--- src/design/hps_pkg.sv ---
// ----------------------------------------------------------------------------
// Haptic pulse sequencer package
// Shared types, register indexes and reset values for the sequencer blocks.
// ----------------------------------------------------------------------------
package hps_pkg;

    localparam int CFG_WIDTH    = 16;
    localparam int CFG_IDX_BITS = 3;

    typedef enum logic {
        CMD_TICK    = 1'b0,
        CMD_TRIGGER = 1'b1
    } t_command;

    typedef enum logic [1:0] {
        PAT_NONE  = 2'd0,
        PAT_CLICK = 2'd1,
        PAT_DONE  = 2'd2,
        PAT_ERROR = 2'd3
    } t_pattern;

    typedef enum logic [CFG_IDX_BITS-1:0] {
        REG_CLICK_ON  = 3'd0,
        REG_DONE_ON   = 3'd1,
        REG_DONE_OFF  = 3'd2,
        REG_ERROR_ON  = 3'd3,
        REG_ERROR_OFF = 3'd4
    } t_reg_idx;

    localparam logic [CFG_WIDTH-1:0] RST_CLICK_ON  = 16'd30;
    localparam logic [CFG_WIDTH-1:0] RST_DONE_ON   = 16'd45;
    localparam logic [CFG_WIDTH-1:0] RST_DONE_OFF  = 16'd55;
    localparam logic [CFG_WIDTH-1:0] RST_ERROR_ON  = 16'd75;
    localparam logic [CFG_WIDTH-1:0] RST_ERROR_OFF = 16'd60;

    // Pulses still to start after the first one, per pattern.
    localparam logic [1:0] CLICK_EXTRA = 2'd0;
    localparam logic [1:0] DONE_EXTRA  = 2'd1;
    localparam logic [1:0] ERROR_EXTRA = 2'd2;

    typedef struct packed {
        logic [CFG_WIDTH-1:0] click_on;
        logic [CFG_WIDTH-1:0] done_on;
        logic [CFG_WIDTH-1:0] done_off;
        logic [CFG_WIDTH-1:0] error_on;
        logic [CFG_WIDTH-1:0] error_off;
    } t_cfg;

endpackage

--- src/design/hps_if.sv ---
// ----------------------------------------------------------------------------
// Haptic pulse sequencer channels
// Valid/ready request channels for input items and result items.
// ----------------------------------------------------------------------------
interface hps_in_if;
    logic       valid;
    logic       ready;
    logic       command;
    logic [1:0] pattern;

    modport source (output valid, command, pattern, input ready);
    modport sink   (input valid, command, pattern, output ready);
endinterface

interface hps_out_if;
    logic       valid;
    logic       ready;
    logic       motor_on;
    logic       busy_res;
    logic [1:0] pulses_left;

    modport source (output valid, motor_on, busy_res, pulses_left, input ready);
    modport sink   (input valid, motor_on, busy_res, pulses_left, output ready);
endinterface

--- src/design/haptic_pulse_sequencer.sv ---
// ----------------------------------------------------------------------------
// Haptic pulse sequencer
// Drives a vibration motor through click, done and error pulse trains.
// ----------------------------------------------------------------------------
//  Channel   Direction  Carries
//  i_req     in         command (tick or trigger), pattern
//  o_rsp     out        motor_on, busy_res, pulses_left
//  i_cfg_*   in         write enable, register index, 16-bit write data
//
//  Each request passes an input register and then a result register; one
//  request per cycle is sustained while results are taken. The sequencer core
//  does the state update for a request as it moves to the result register.
//  A stalled result holds the core; the input register takes one more request
//  and then the request side stalls until the result is taken.
//  Reset is synchronous and restores the register defaults and an idle motor.
// ----------------------------------------------------------------------------
module haptic_pulse_sequencer #(
    parameter int DURATION_BITS = 16
) (
    input  logic                             i_clk,
    input  logic                             i_rst_n,
    hps_in_if.sink                           i_req,
    hps_out_if.source                        o_rsp,
    input  logic                             i_cfg_we,
    input  logic [hps_pkg::CFG_IDX_BITS-1:0] i_cfg_idx,
    input  logic [hps_pkg::CFG_WIDTH-1:0]    i_cfg_wdata
);
    import hps_pkg::*;

    t_cfg       cfg;
    logic       r_in_valid;
    logic       r_in_command;
    logic [1:0] r_in_pattern;
    logic       r_out_valid;
    logic       r_out_motor;
    logic       r_out_busy;
    logic [1:0] r_out_pulses;
    logic       out_free;
    logic       advance;
    logic       seq_motor;
    logic       seq_busy;
    logic [1:0] seq_pulses;

    assign out_free    = !r_out_valid || o_rsp.ready;
    assign advance     = r_in_valid && out_free;
    assign i_req.ready = !r_in_valid || out_free;

    hps_cfg_regs u_cfg (
        .i_clk       (i_clk),
        .i_rst_n     (i_rst_n),
        .i_cfg_we    (i_cfg_we),
        .i_cfg_idx   (i_cfg_idx),
        .i_cfg_wdata (i_cfg_wdata),
        .o_cfg       (cfg)
    );

    hps_seq #(
        .DURATION_BITS (DURATION_BITS)
    ) u_seq (
        .i_clk         (i_clk),
        .i_rst_n       (i_rst_n),
        .i_en          (advance),
        .i_command     (r_in_command),
        .i_pattern     (r_in_pattern),
        .i_cfg         (cfg),
        .o_motor_on    (seq_motor),
        .o_busy        (seq_busy),
        .o_pulses_left (seq_pulses)
    );

    always_ff @(posedge i_clk) begin
        if (!i_rst_n) begin
            r_in_valid <= 1'b0;
        end else if (i_req.ready) begin
            r_in_valid <= i_req.valid;
        end
    end

    always_ff @(posedge i_clk) begin
        if (i_req.ready && i_req.valid) begin
            r_in_command <= i_req.command;
            r_in_pattern <= i_req.pattern;
        end
    end

    always_ff @(posedge i_clk) begin
        if (!i_rst_n) begin
            r_out_valid <= 1'b0;
        end else if (out_free) begin
            r_out_valid <= r_in_valid;
        end
    end

    always_ff @(posedge i_clk) begin
        if (advance) begin
            r_out_motor  <= seq_motor;
            r_out_busy   <= seq_busy;
            r_out_pulses <= seq_pulses;
        end
    end

    assign o_rsp.valid       = r_out_valid;
    assign o_rsp.motor_on    = r_out_motor;
    assign o_rsp.busy_res    = r_out_busy;
    assign o_rsp.pulses_left = r_out_pulses;

endmodule

--- src/design/hps_cfg_regs.sv ---
// ----------------------------------------------------------------------------
// Haptic pulse sequencer configuration registers
// Holds the five pulse timing registers written through the plain write port.
// ----------------------------------------------------------------------------
module hps_cfg_regs (
    input  logic                             i_clk,
    input  logic                             i_rst_n,
    input  logic                             i_cfg_we,
    input  logic [hps_pkg::CFG_IDX_BITS-1:0] i_cfg_idx,
    input  logic [hps_pkg::CFG_WIDTH-1:0]    i_cfg_wdata,
    output hps_pkg::t_cfg                    o_cfg
);
    import hps_pkg::*;

    t_cfg r_cfg;

    always_ff @(posedge i_clk) begin
        if (!i_rst_n) begin
            r_cfg.click_on  <= RST_CLICK_ON;
            r_cfg.done_on   <= RST_DONE_ON;
            r_cfg.done_off  <= RST_DONE_OFF;
            r_cfg.error_on  <= RST_ERROR_ON;
            r_cfg.error_off <= RST_ERROR_OFF;
        end else if (i_cfg_we) begin
            unique case (i_cfg_idx)
                REG_CLICK_ON:  r_cfg.click_on  <= i_cfg_wdata;
                REG_DONE_ON:   r_cfg.done_on   <= i_cfg_wdata;
                REG_DONE_OFF:  r_cfg.done_off  <= i_cfg_wdata;
                REG_ERROR_ON:  r_cfg.error_on  <= i_cfg_wdata;
                REG_ERROR_OFF: r_cfg.error_off <= i_cfg_wdata;
                default: ;
            endcase
        end
    end

    assign o_cfg = r_cfg;

endmodule

--- src/design/hps_seq.sv ---
// ----------------------------------------------------------------------------
// Haptic pulse sequencer core
// Pulse train state and its single-cycle update for one tick or trigger.
// ----------------------------------------------------------------------------
module hps_seq #(
    parameter int DURATION_BITS = 16
) (
    input  logic          i_clk,
    input  logic          i_rst_n,
    input  logic          i_en,
    input  logic          i_command,
    input  logic [1:0]    i_pattern,
    input  hps_pkg::t_cfg i_cfg,
    output logic          o_motor_on,
    output logic          o_busy,
    output logic [1:0]    o_pulses_left
);
    import hps_pkg::*;

    localparam int DB = DURATION_BITS;

    logic          r_active, n_active;
    logic          r_motor, n_motor;
    logic [1:0]    r_pending, n_pending;
    logic [DB-1:0] r_remain, n_remain;
    logic [DB-1:0] r_lat_on, n_lat_on;
    logic [DB-1:0] r_lat_off, n_lat_off;

    logic [CFG_WIDTH-1:0] sel_on;
    logic [CFG_WIDTH-1:0] sel_off;
    logic [1:0]           sel_extra;
    logic [DB-1:0]        fit_on;
    logic [DB-1:0]        fit_off;
    logic [DB-1:0]        dec;

    always_comb begin
        case (t_pattern'(i_pattern))
            PAT_CLICK: begin
                sel_on    = i_cfg.click_on;
                sel_off   = '0;
                sel_extra = CLICK_EXTRA;
            end
            PAT_DONE: begin
                sel_on    = i_cfg.done_on;
                sel_off   = i_cfg.done_off;
                sel_extra = DONE_EXTRA;
            end
            PAT_ERROR: begin
                sel_on    = i_cfg.error_on;
                sel_off   = i_cfg.error_off;
                sel_extra = ERROR_EXTRA;
            end
            default: begin
                sel_on    = '0;
                sel_off   = '0;
                sel_extra = '0;
            end
        endcase
    end

    // Register values wider than the countdown saturate to its full scale.
    if (DB >= CFG_WIDTH) begin : g_wide
        assign fit_on  = DB'(sel_on);
        assign fit_off = DB'(sel_off);
    end else begin : g_narrow
        assign fit_on  = (|sel_on[CFG_WIDTH-1:DB])  ? {DB{1'b1}} : sel_on[DB-1:0];
        assign fit_off = (|sel_off[CFG_WIDTH-1:DB]) ? {DB{1'b1}} : sel_off[DB-1:0];
    end

    assign dec = (r_remain != '0) ? r_remain - DB'(1) : '0;

    always_comb begin
        n_active  = r_active;
        n_motor   = r_motor;
        n_pending = r_pending;
        n_remain  = r_remain;
        n_lat_on  = r_lat_on;
        n_lat_off = r_lat_off;
        if (i_command == CMD_TRIGGER) begin
            if (t_pattern'(i_pattern) == PAT_NONE) begin
                n_active  = 1'b0;
                n_motor   = 1'b0;
                n_pending = '0;
                n_remain  = '0;
            end else begin
                n_active  = 1'b1;
                n_motor   = 1'b1;
                n_pending = sel_extra;
                n_lat_on  = fit_on;
                n_lat_off = fit_off;
                n_remain  = fit_on;
            end
        end else if (r_active) begin
            n_remain = dec;
            if (dec == '0) begin
                if (r_motor) begin
                    n_motor = 1'b0;
                    if (r_pending == '0) begin
                        n_active = 1'b0;
                    end else begin
                        n_remain = r_lat_off;
                    end
                end else begin
                    n_motor   = 1'b1;
                    n_pending = r_pending - 2'd1;
                    n_remain  = r_lat_on;
                end
            end
        end
    end

    always_ff @(posedge i_clk) begin
        if (!i_rst_n) begin
            r_active  <= 1'b0;
            r_motor   <= 1'b0;
            r_pending <= '0;
            r_remain  <= '0;
            r_lat_on  <= '0;
            r_lat_off <= '0;
        end else if (i_en) begin
            r_active  <= n_active;
            r_motor   <= n_motor;
            r_pending <= n_pending;
            r_remain  <= n_remain;
            r_lat_on  <= n_lat_on;
            r_lat_off <= n_lat_off;
        end
    end

    assign o_motor_on    = n_motor;
    assign o_busy        = n_active;
    assign o_pulses_left = n_pending;

endmodule

--- src/flat_wrapper.sv ---
// flat-port wrapper written by rule: the top's interface ports become plain ports
module haptic_pulse_sequencer_flat import hps_pkg::*;
#(
    parameter int DURATION_BITS = 16
)
  (i_clk, i_rst_n, i_cfg_we, i_cfg_idx, i_cfg_wdata, i_req_valid, i_req_command, i_req_pattern, i_req_ready, o_rsp_valid, o_rsp_motor_on, o_rsp_busy_res, o_rsp_pulses_left, o_rsp_ready);
  hps_in_if i_req_i ();
  hps_out_if o_rsp_i ();
  input  logic i_clk;
  input  logic i_rst_n;
  input  logic i_cfg_we;
  input  logic [hps_pkg::CFG_IDX_BITS-1:0] i_cfg_idx;
  input  logic [hps_pkg::CFG_WIDTH-1:0] i_cfg_wdata;
  input wire logic [$bits(i_req_i.valid)-1:0] i_req_valid;
  input wire logic [$bits(i_req_i.command)-1:0] i_req_command;
  input wire logic [$bits(i_req_i.pattern)-1:0] i_req_pattern;
  output wire logic [$bits(i_req_i.ready)-1:0] i_req_ready;
  output wire logic [$bits(o_rsp_i.valid)-1:0] o_rsp_valid;
  output wire logic [$bits(o_rsp_i.motor_on)-1:0] o_rsp_motor_on;
  output wire logic [$bits(o_rsp_i.busy_res)-1:0] o_rsp_busy_res;
  output wire logic [$bits(o_rsp_i.pulses_left)-1:0] o_rsp_pulses_left;
  input wire logic [$bits(o_rsp_i.ready)-1:0] o_rsp_ready;
  assign i_req_i.valid = i_req_valid;
  assign i_req_i.command = i_req_command;
  assign i_req_i.pattern = i_req_pattern;
  assign i_req_ready = i_req_i.ready;
  assign o_rsp_valid = o_rsp_i.valid;
  assign o_rsp_motor_on = o_rsp_i.motor_on;
  assign o_rsp_busy_res = o_rsp_i.busy_res;
  assign o_rsp_pulses_left = o_rsp_i.pulses_left;
  assign o_rsp_i.ready = o_rsp_ready;
  haptic_pulse_sequencer #(.DURATION_BITS(DURATION_BITS)) u_core (.i_clk(i_clk), .i_rst_n(i_rst_n), .i_req(i_req_i), .o_rsp(o_rsp_i), .i_cfg_we(i_cfg_we), .i_cfg_idx(i_cfg_idx), .i_cfg_wdata(i_cfg_wdata));
endmodule
--- config.mk ---
export PLATFORM = sky130hd
export DESIGN_NAME = haptic_pulse_sequencer_flat
export DESIGN_NICKNAME = d
export VERILOG_FILES = /design/src/design/hps_pkg.sv /design/src/design/hps_if.sv /design/src/design/haptic_pulse_sequencer.sv /design/src/design/hps_cfg_regs.sv /design/src/design/hps_seq.sv /design/src/flat_wrapper.sv
export SDC_FILE = /design/constraint.sdc
export NUM_CORES = 1
export LEC_CHECK = 0
export BUFFER_PORTS_ARGS = -buffer_cell sky130_fd_sc_hd__buf_2
export CELL_PAD_IN_SITES_DETAIL_PLACEMENT = 0
export CELL_PAD_IN_SITES_GLOBAL_PLACEMENT = 1
export CORE_MARGIN = 2
export CORE_UTILIZATION = 32
export CTS_CLUSTER_DIAMETER = 60
export CTS_CLUSTER_SIZE = 12
export DETAILED_ROUTE_END_ITERATION = 8
export PLACE_DENSITY = 0.56
export SLEW_MARGIN = 30
export SYNTH_ARGS = -nofsm -noshare
export SYNTH_HDL_FRONTEND = slang
export SYNTH_HIERARCHICAL = 1
export SYNTH_SLANG_ARGS = --single-unit
--- constraint.sdc ---
create_clock -name i_clk -period 8.2 [get_ports i_clk]
set_input_delay 0.41 -clock i_clk [delete_from_list [all_inputs] [get_ports i_clk]]
set_output_delay 0.41 -clock i_clk [all_outputs]
set_load 0.05 [all_outputs]
## Yosys cells after proc, flatten, opt, wreduce, memory -nomap -nowiden

Index checks and enable logic that the tools add are counted.

- Word-level logic and storage cells: 72
- Bits in read-only memories: 0
- Input bits: 27
- Register bits after elaboration: 141
- Bits in latches: 0
- Memories kept: 0
- Output and inout bits: 6
- Memory bits (writable): 0

- Add/subtract/negate cells: 2
- Mux-type cells: 25
- Magnitude comparators: 0
- Bitwise gates (word level): 1
- Eq/ne operators: 7
- Reductions and logical operators: 19
- Multipliers: 0
- Shift-type cells: 0
- Divide/modulo/power cells: 0

Operator list:

| operator | count |
|---|---|
| 2-to-1 mux 16 bit | 7 |
| case mux 16 bit (3 select lines) | 1 |
| case mux 16 bit (2 select lines) | 1 |
| zero test 16 bit | 1 |
| nonzero test 16 bit | 1 |
| subtractor 16 x 1 -> 16 bit, second input constant | 1 |
| AND reduction 2 bit | 6 |
| 2-to-1 mux 1 bit | 10 |
| 2-to-1 mux 2 bit | 5 |
| == test 3 x 2 -> 1 bit, second input constant | 2 |
| == test 2 bit, second input constant | 2 |
| zero test 2 bit | 2 |
| case mux 2 bit (2 select lines) | 1 |
| == test 3 x 1 -> 1 bit, second input constant | 1 |
| == test 3 bit, second input constant | 1 |
| zero test 3 bit | 1 |
| AND reduction 3 bit | 1 |
| == test 2 x 1 -> 1 bit, second input constant | 1 |
| logical AND 1 bit | 2 |
| zero test 1 bit | 2 |
| logical OR 1 bit | 2 |
| nonzero test 2 bit | 1 |
| subtractor 2 x 1 -> 2 bit, second input constant | 1 |
| inverter 1 bit | 1 |

## Logic depth before layout (Yosys ltp)

- Depth after elaboration: 7
- Mapped depth: 10
- Mapped depth without buffers: 9

## Modules after synthesis

Netlist, hierarchy kept.

By module, submodules not included:

| module | area an instance (um^2) | cells each | instances | sequential area each (um^2) |
|---|---|---|---|---|
| hps_seq | 3,633.5 | 470 | 1 | 1,041.0 |
| hps_cfg_regs | 3,091.7 | 290 | 1 | 1,601.5 |
| haptic_pulse_sequencer | 314.1 | 16 | 1 | 250.2 |

## Worst setup path before layout

No wires, ideal clock.

- Path kind: register to register
- From: reg u_core.u_seq.r_remain[0]
- To: reg u_core.r_out_busy, in the netlist u_core/o_rsp.busy_res (data pin)
- Library setup time: 0.263 ns
- Required time: 7.937 ns
- Period minus slack after synthesis: 2.768 ns
- Path buffers: 0
- Setup slack: 5.432 ns
- Arrival: 2.505 ns
- Cell stages (with the launch flop): 10
- Cell sequence: dfxtp_1 > inv_1 > ha_1 > xor2_1 > or4_1 > a2111oi_1 > a41oi_1 > nor3_1 > a31o_2 > nand2_1

- Longest elaborated chain between the ends: 6
- Elaborated cells on any way between the ends: 7
- Those cells by class: add/sub (1); mux (4); reduce/logical (2)

RTL lines:

| what | RTL line | RTL |
|---|---|---|
| from (decl) | hps_seq.sv:25 | `logic [DB-1:0] r_remain, n_remain;` |
| from (signal assigned) | hps_seq.sv:124 | `r_remain <= n_remain;` |
| subtractor 16 x 1 -> 16 bit / nonzero test 16 bit (equally long branches) | hps_seq.sv:70 | `assign dec = (r_remain != '0) ? r_remain - DB'(1) : '0;` |
| 2-to-1 mux 16 bit * | hps_seq.sv:70 |  |
| zero test 16 bit * | hps_seq.sv:95 | `if (dec == '0) begin` |
| 2-to-1 mux 1 bit * | hps_seq.sv:95 |  |
| 2-to-1 mux 1 bit * | hps_seq.sv:93 | `end else if (r_active) begin` |
| 2-to-1 mux 1 bit * | hps_seq.sv:79 | `if (i_command == CMD_TRIGGER) begin` |
| named net u_core.seq_busy | haptic_pulse_sequencer.sv:41 | `logic seq_busy;` |
| to (signal assigned) | haptic_pulse_sequencer.sv:97 | `r_out_busy <= seq_busy;` |
| to (decl) | haptic_pulse_sequencer.sv:36 | `logic r_out_busy;` |

The timed path passes the listed nets; every way through them passes the cells marked *.
A chain may end at the register's enable or synchronous reset.

## Final worst setup path

Ends and elaborated chain as after synthesis.

==> run metrics <==
outcome complete, no violations; Seq/Total Area, Yosys 0.411; clock latency on the worst-skew pair 420 ps; Post-synth ARST share 0; initial antenna violation count 0; die area 23200 µm²; layout cell share with drive strength beyond 1 0.169; minimum clock period 3340 ps; clk_skew 7.71 ps; yosys warns 6; routed length per instance 17.8 µm; Slowest cell on crit path nor3_1; first-pass GRT wire length 31000 µm; Cells after Synth 776; post-CTS setup buffers 0; # diodes 0; CTS tree yes; fin crit share 0.408; largest net degree at the start of global routing 71; drc violations 0; CP cell instances inv_1 -> ha_1 -> xor2_1 -> or4_1 -> a2111oi_1 -> a41oi_1 -> nor3_1 -> a31o_2 -> nand2_1; Least-Margin Pin Slew 999 ps; power per cell area 214 nW/µm²; H-tree depth 4; flops & latches, synth 141; root buf cell clkbuf_16; CTS Buf Count 17; Post-Syn Area per Cell 9.07 µm²; Post-synth EDFFs 7; maximum clock path buffer count 2; GP Congestion 0.826; Leakage 3.08 nW; Hold Path Class in -> reg; CP Class reg -> reg; Congestion Overflow GR 0; reg-to-reg slack, setup 4860 ps; endpoints failing hold 0; Max VDD drop 0.144 mV; initial core utilization 0.325; Arrival @ worst endpoint 3510 ps; core region area 21700 µm²; most common cell after layout, fill and taps aside dfxtp_1; Crit Path Max Fanout 6; f_max 299 MHz; ANT nets after route 0; port buffer count 32; max-slew violation count 0; Post-Place Worst Slack 4880 ps; number of cell rows 54; commonest cells after routing, fill and taps aside dfxtp_1 (134), nand2_1 (116), mux2i_1 (91), a21oi_1 (48); RSZ-0062 raised after global routing false; Max-Cap Viols 0; final core occ 0.365; Die Width 152 µm; final setup margin 4860 ps; Required @ worst endpoint 8370 ps; vias in the first global route 5498; Post-Syn Nets 805; post-detail-place hpwl 12600 µm; nets 814; CP peak stage delay 660 ps; Clock Sinks 141; Hold Buf Count CTS 0; PostCTS Resize Cnt 0; via count 5555; drt via density 5.15; first-pass detailed-route iteration total 5; Setup crit end kind flip-flop; Worst-path clk slew 60 ps; area growth from synthesis to layout 12.5%; type of element launching the critical path flip-flop; ys flop type dfxtp_1; final setup fails 0; Setup Total Neg Slack 0 ps; die height 152 µm; Detailed Route WL 19200 µm; IO Count 33; distinct cell type count of the synthesized netlist 69; Syn Std Cell Area 7040 µm²; All-Layer GR Usage 0.168; Slew headroom 0.334; DRT iter0 DRCs 312
==> cells by family after synthesis <==
group	after synthesis	synth area share
buffers and inverters	70	0.0515
adders and majority gates	2	0.00355
AOI/OAI and AO/OA	140	0.126
xor gates and xnor gates	12	0.0149
and+or+nand+nor	285	0.207
muxes	126	0.186
DFF	141	0.411
==> path summary, 6_finish.rpt <==
path | from | endpoint | depth (start not counted)
setup / recovery | u_core/u_seq/r_remain[0] | u_core/o_rsp.busy_res | 9
hold / removal | i_req_command | u_core/r_in_command | 1
hold reg to reg | u_core/u_seq/r_lat_off[6] | u_core/u_seq/r_lat_off[6] | 2
setup reg to reg | u_core/u_seq/r_remain[0] | u_core/o_rsp.busy_res | 9
==> synth_stat cells, drive strengths merged (3+ instances only) <==
cell type | number | area (µm²)
o21ai | 45 | 225
nor2b | 32 | 208
a221oi | 14 | 123
xor2 | 7 | 61.3
nand2 | 116 | 435
edfxtp | 7 | 210
inv | 15 | 56.3
o22ai | 5 | 31.3
nand4 | 5 | 31.3
clkbuf | 27 | 101
a2111oi | 4 | 61.3
nor2 | 46 | 173
mux2 | 34 | 383
buf | 28 | 205
a21oi | 49 | 249
dfxtp | 134 | 2680
o211ai | 3 | 22.5
xnor2 | 5 | 43.8
mux2i | 92 | 925
nand2b | 3 | 18.8
nor3 | 26 | 135
nor4b | 3 | 32.5
nor4 | 8 | 92.6
nand3 | 27 | 135
nand3b | 3 | 35.0
==> registers in the layout (all words and copies together) (netlist names), 2 cells and up <==
signal                    count
u_core/o_rsp.pulses_left      2
u_core/u_cfg/o_cfg           80
u_core/u_seq/r_lat_on        16
u_core/u_seq/r_remain        16
u_core/u_seq/r_lat_off       16
u_core/u_seq/r_pending        2
u_core/r_in_pattern           2
==> critical path: cells and delay by family (launching register included) <==
kind | cells | cell delay [ps]
adders and majority gates | 1 | 260
buffers and inverters | 1 | 100
and+or+nand+nor | 3 | 1240
AOI/OAI and AO/OA | 3 | 910
DFF | 1 | 390
xor gates and xnor gates | 1 | 170
==> stage by stage <==
step / hold slack [ps] / instance area (µm²) / std cells / power, mW
global route: 146 / 7920 / 1078 / 1.76
finish: 159 / 7920 / 1078 / 1.69
CTS: 143 / 7920 / 1078 / 1.71
global placement: 439 / 7370 / 1046 / 0.981
detailed placement: 443 / 7370 / 1046 / 0.985
floorplan: 428 / 7040 / 776 / 0.923
==> where the power goes <==
group | total, mW | internal [mW] | leakage (nW) | switching [mW]
Clock | 0.720 | 0.423 | 0.263 | 0.298
Sequential | 0.733 | 0.712 | 1.15 | 0.0207
Combinational | 0.238 | 0.0858 | 1.67 | 0.152
==> final cells by class <==
type,count,area [µm²]
Inverter,15,56.3
Multi-Input combinational cell,565,3810
Clock inverter,11,95.1
Timing Repair Buffer,45,260
Fill cell,2177,13800
Clock buffer,21,450
Sequential cell,141,2890
Tap cell,280,350
==> layer usage <==
| metal | part of all wire | GRT usage | up-vias |
|---|---|---|---|
| met5 | 0 | 0 | - |
| met4 | 0.010 | 0.0463 | 0 |
| met3 | 0.027 | 0.0296 | 17 |
| met1 | 0.51 | 0.235 | 2679 |
| met2 | 0.46 | 0.268 | 85 |
| li1 | - | - | 2774 |
Note: power is estimated with default switching activity, not from simulation.
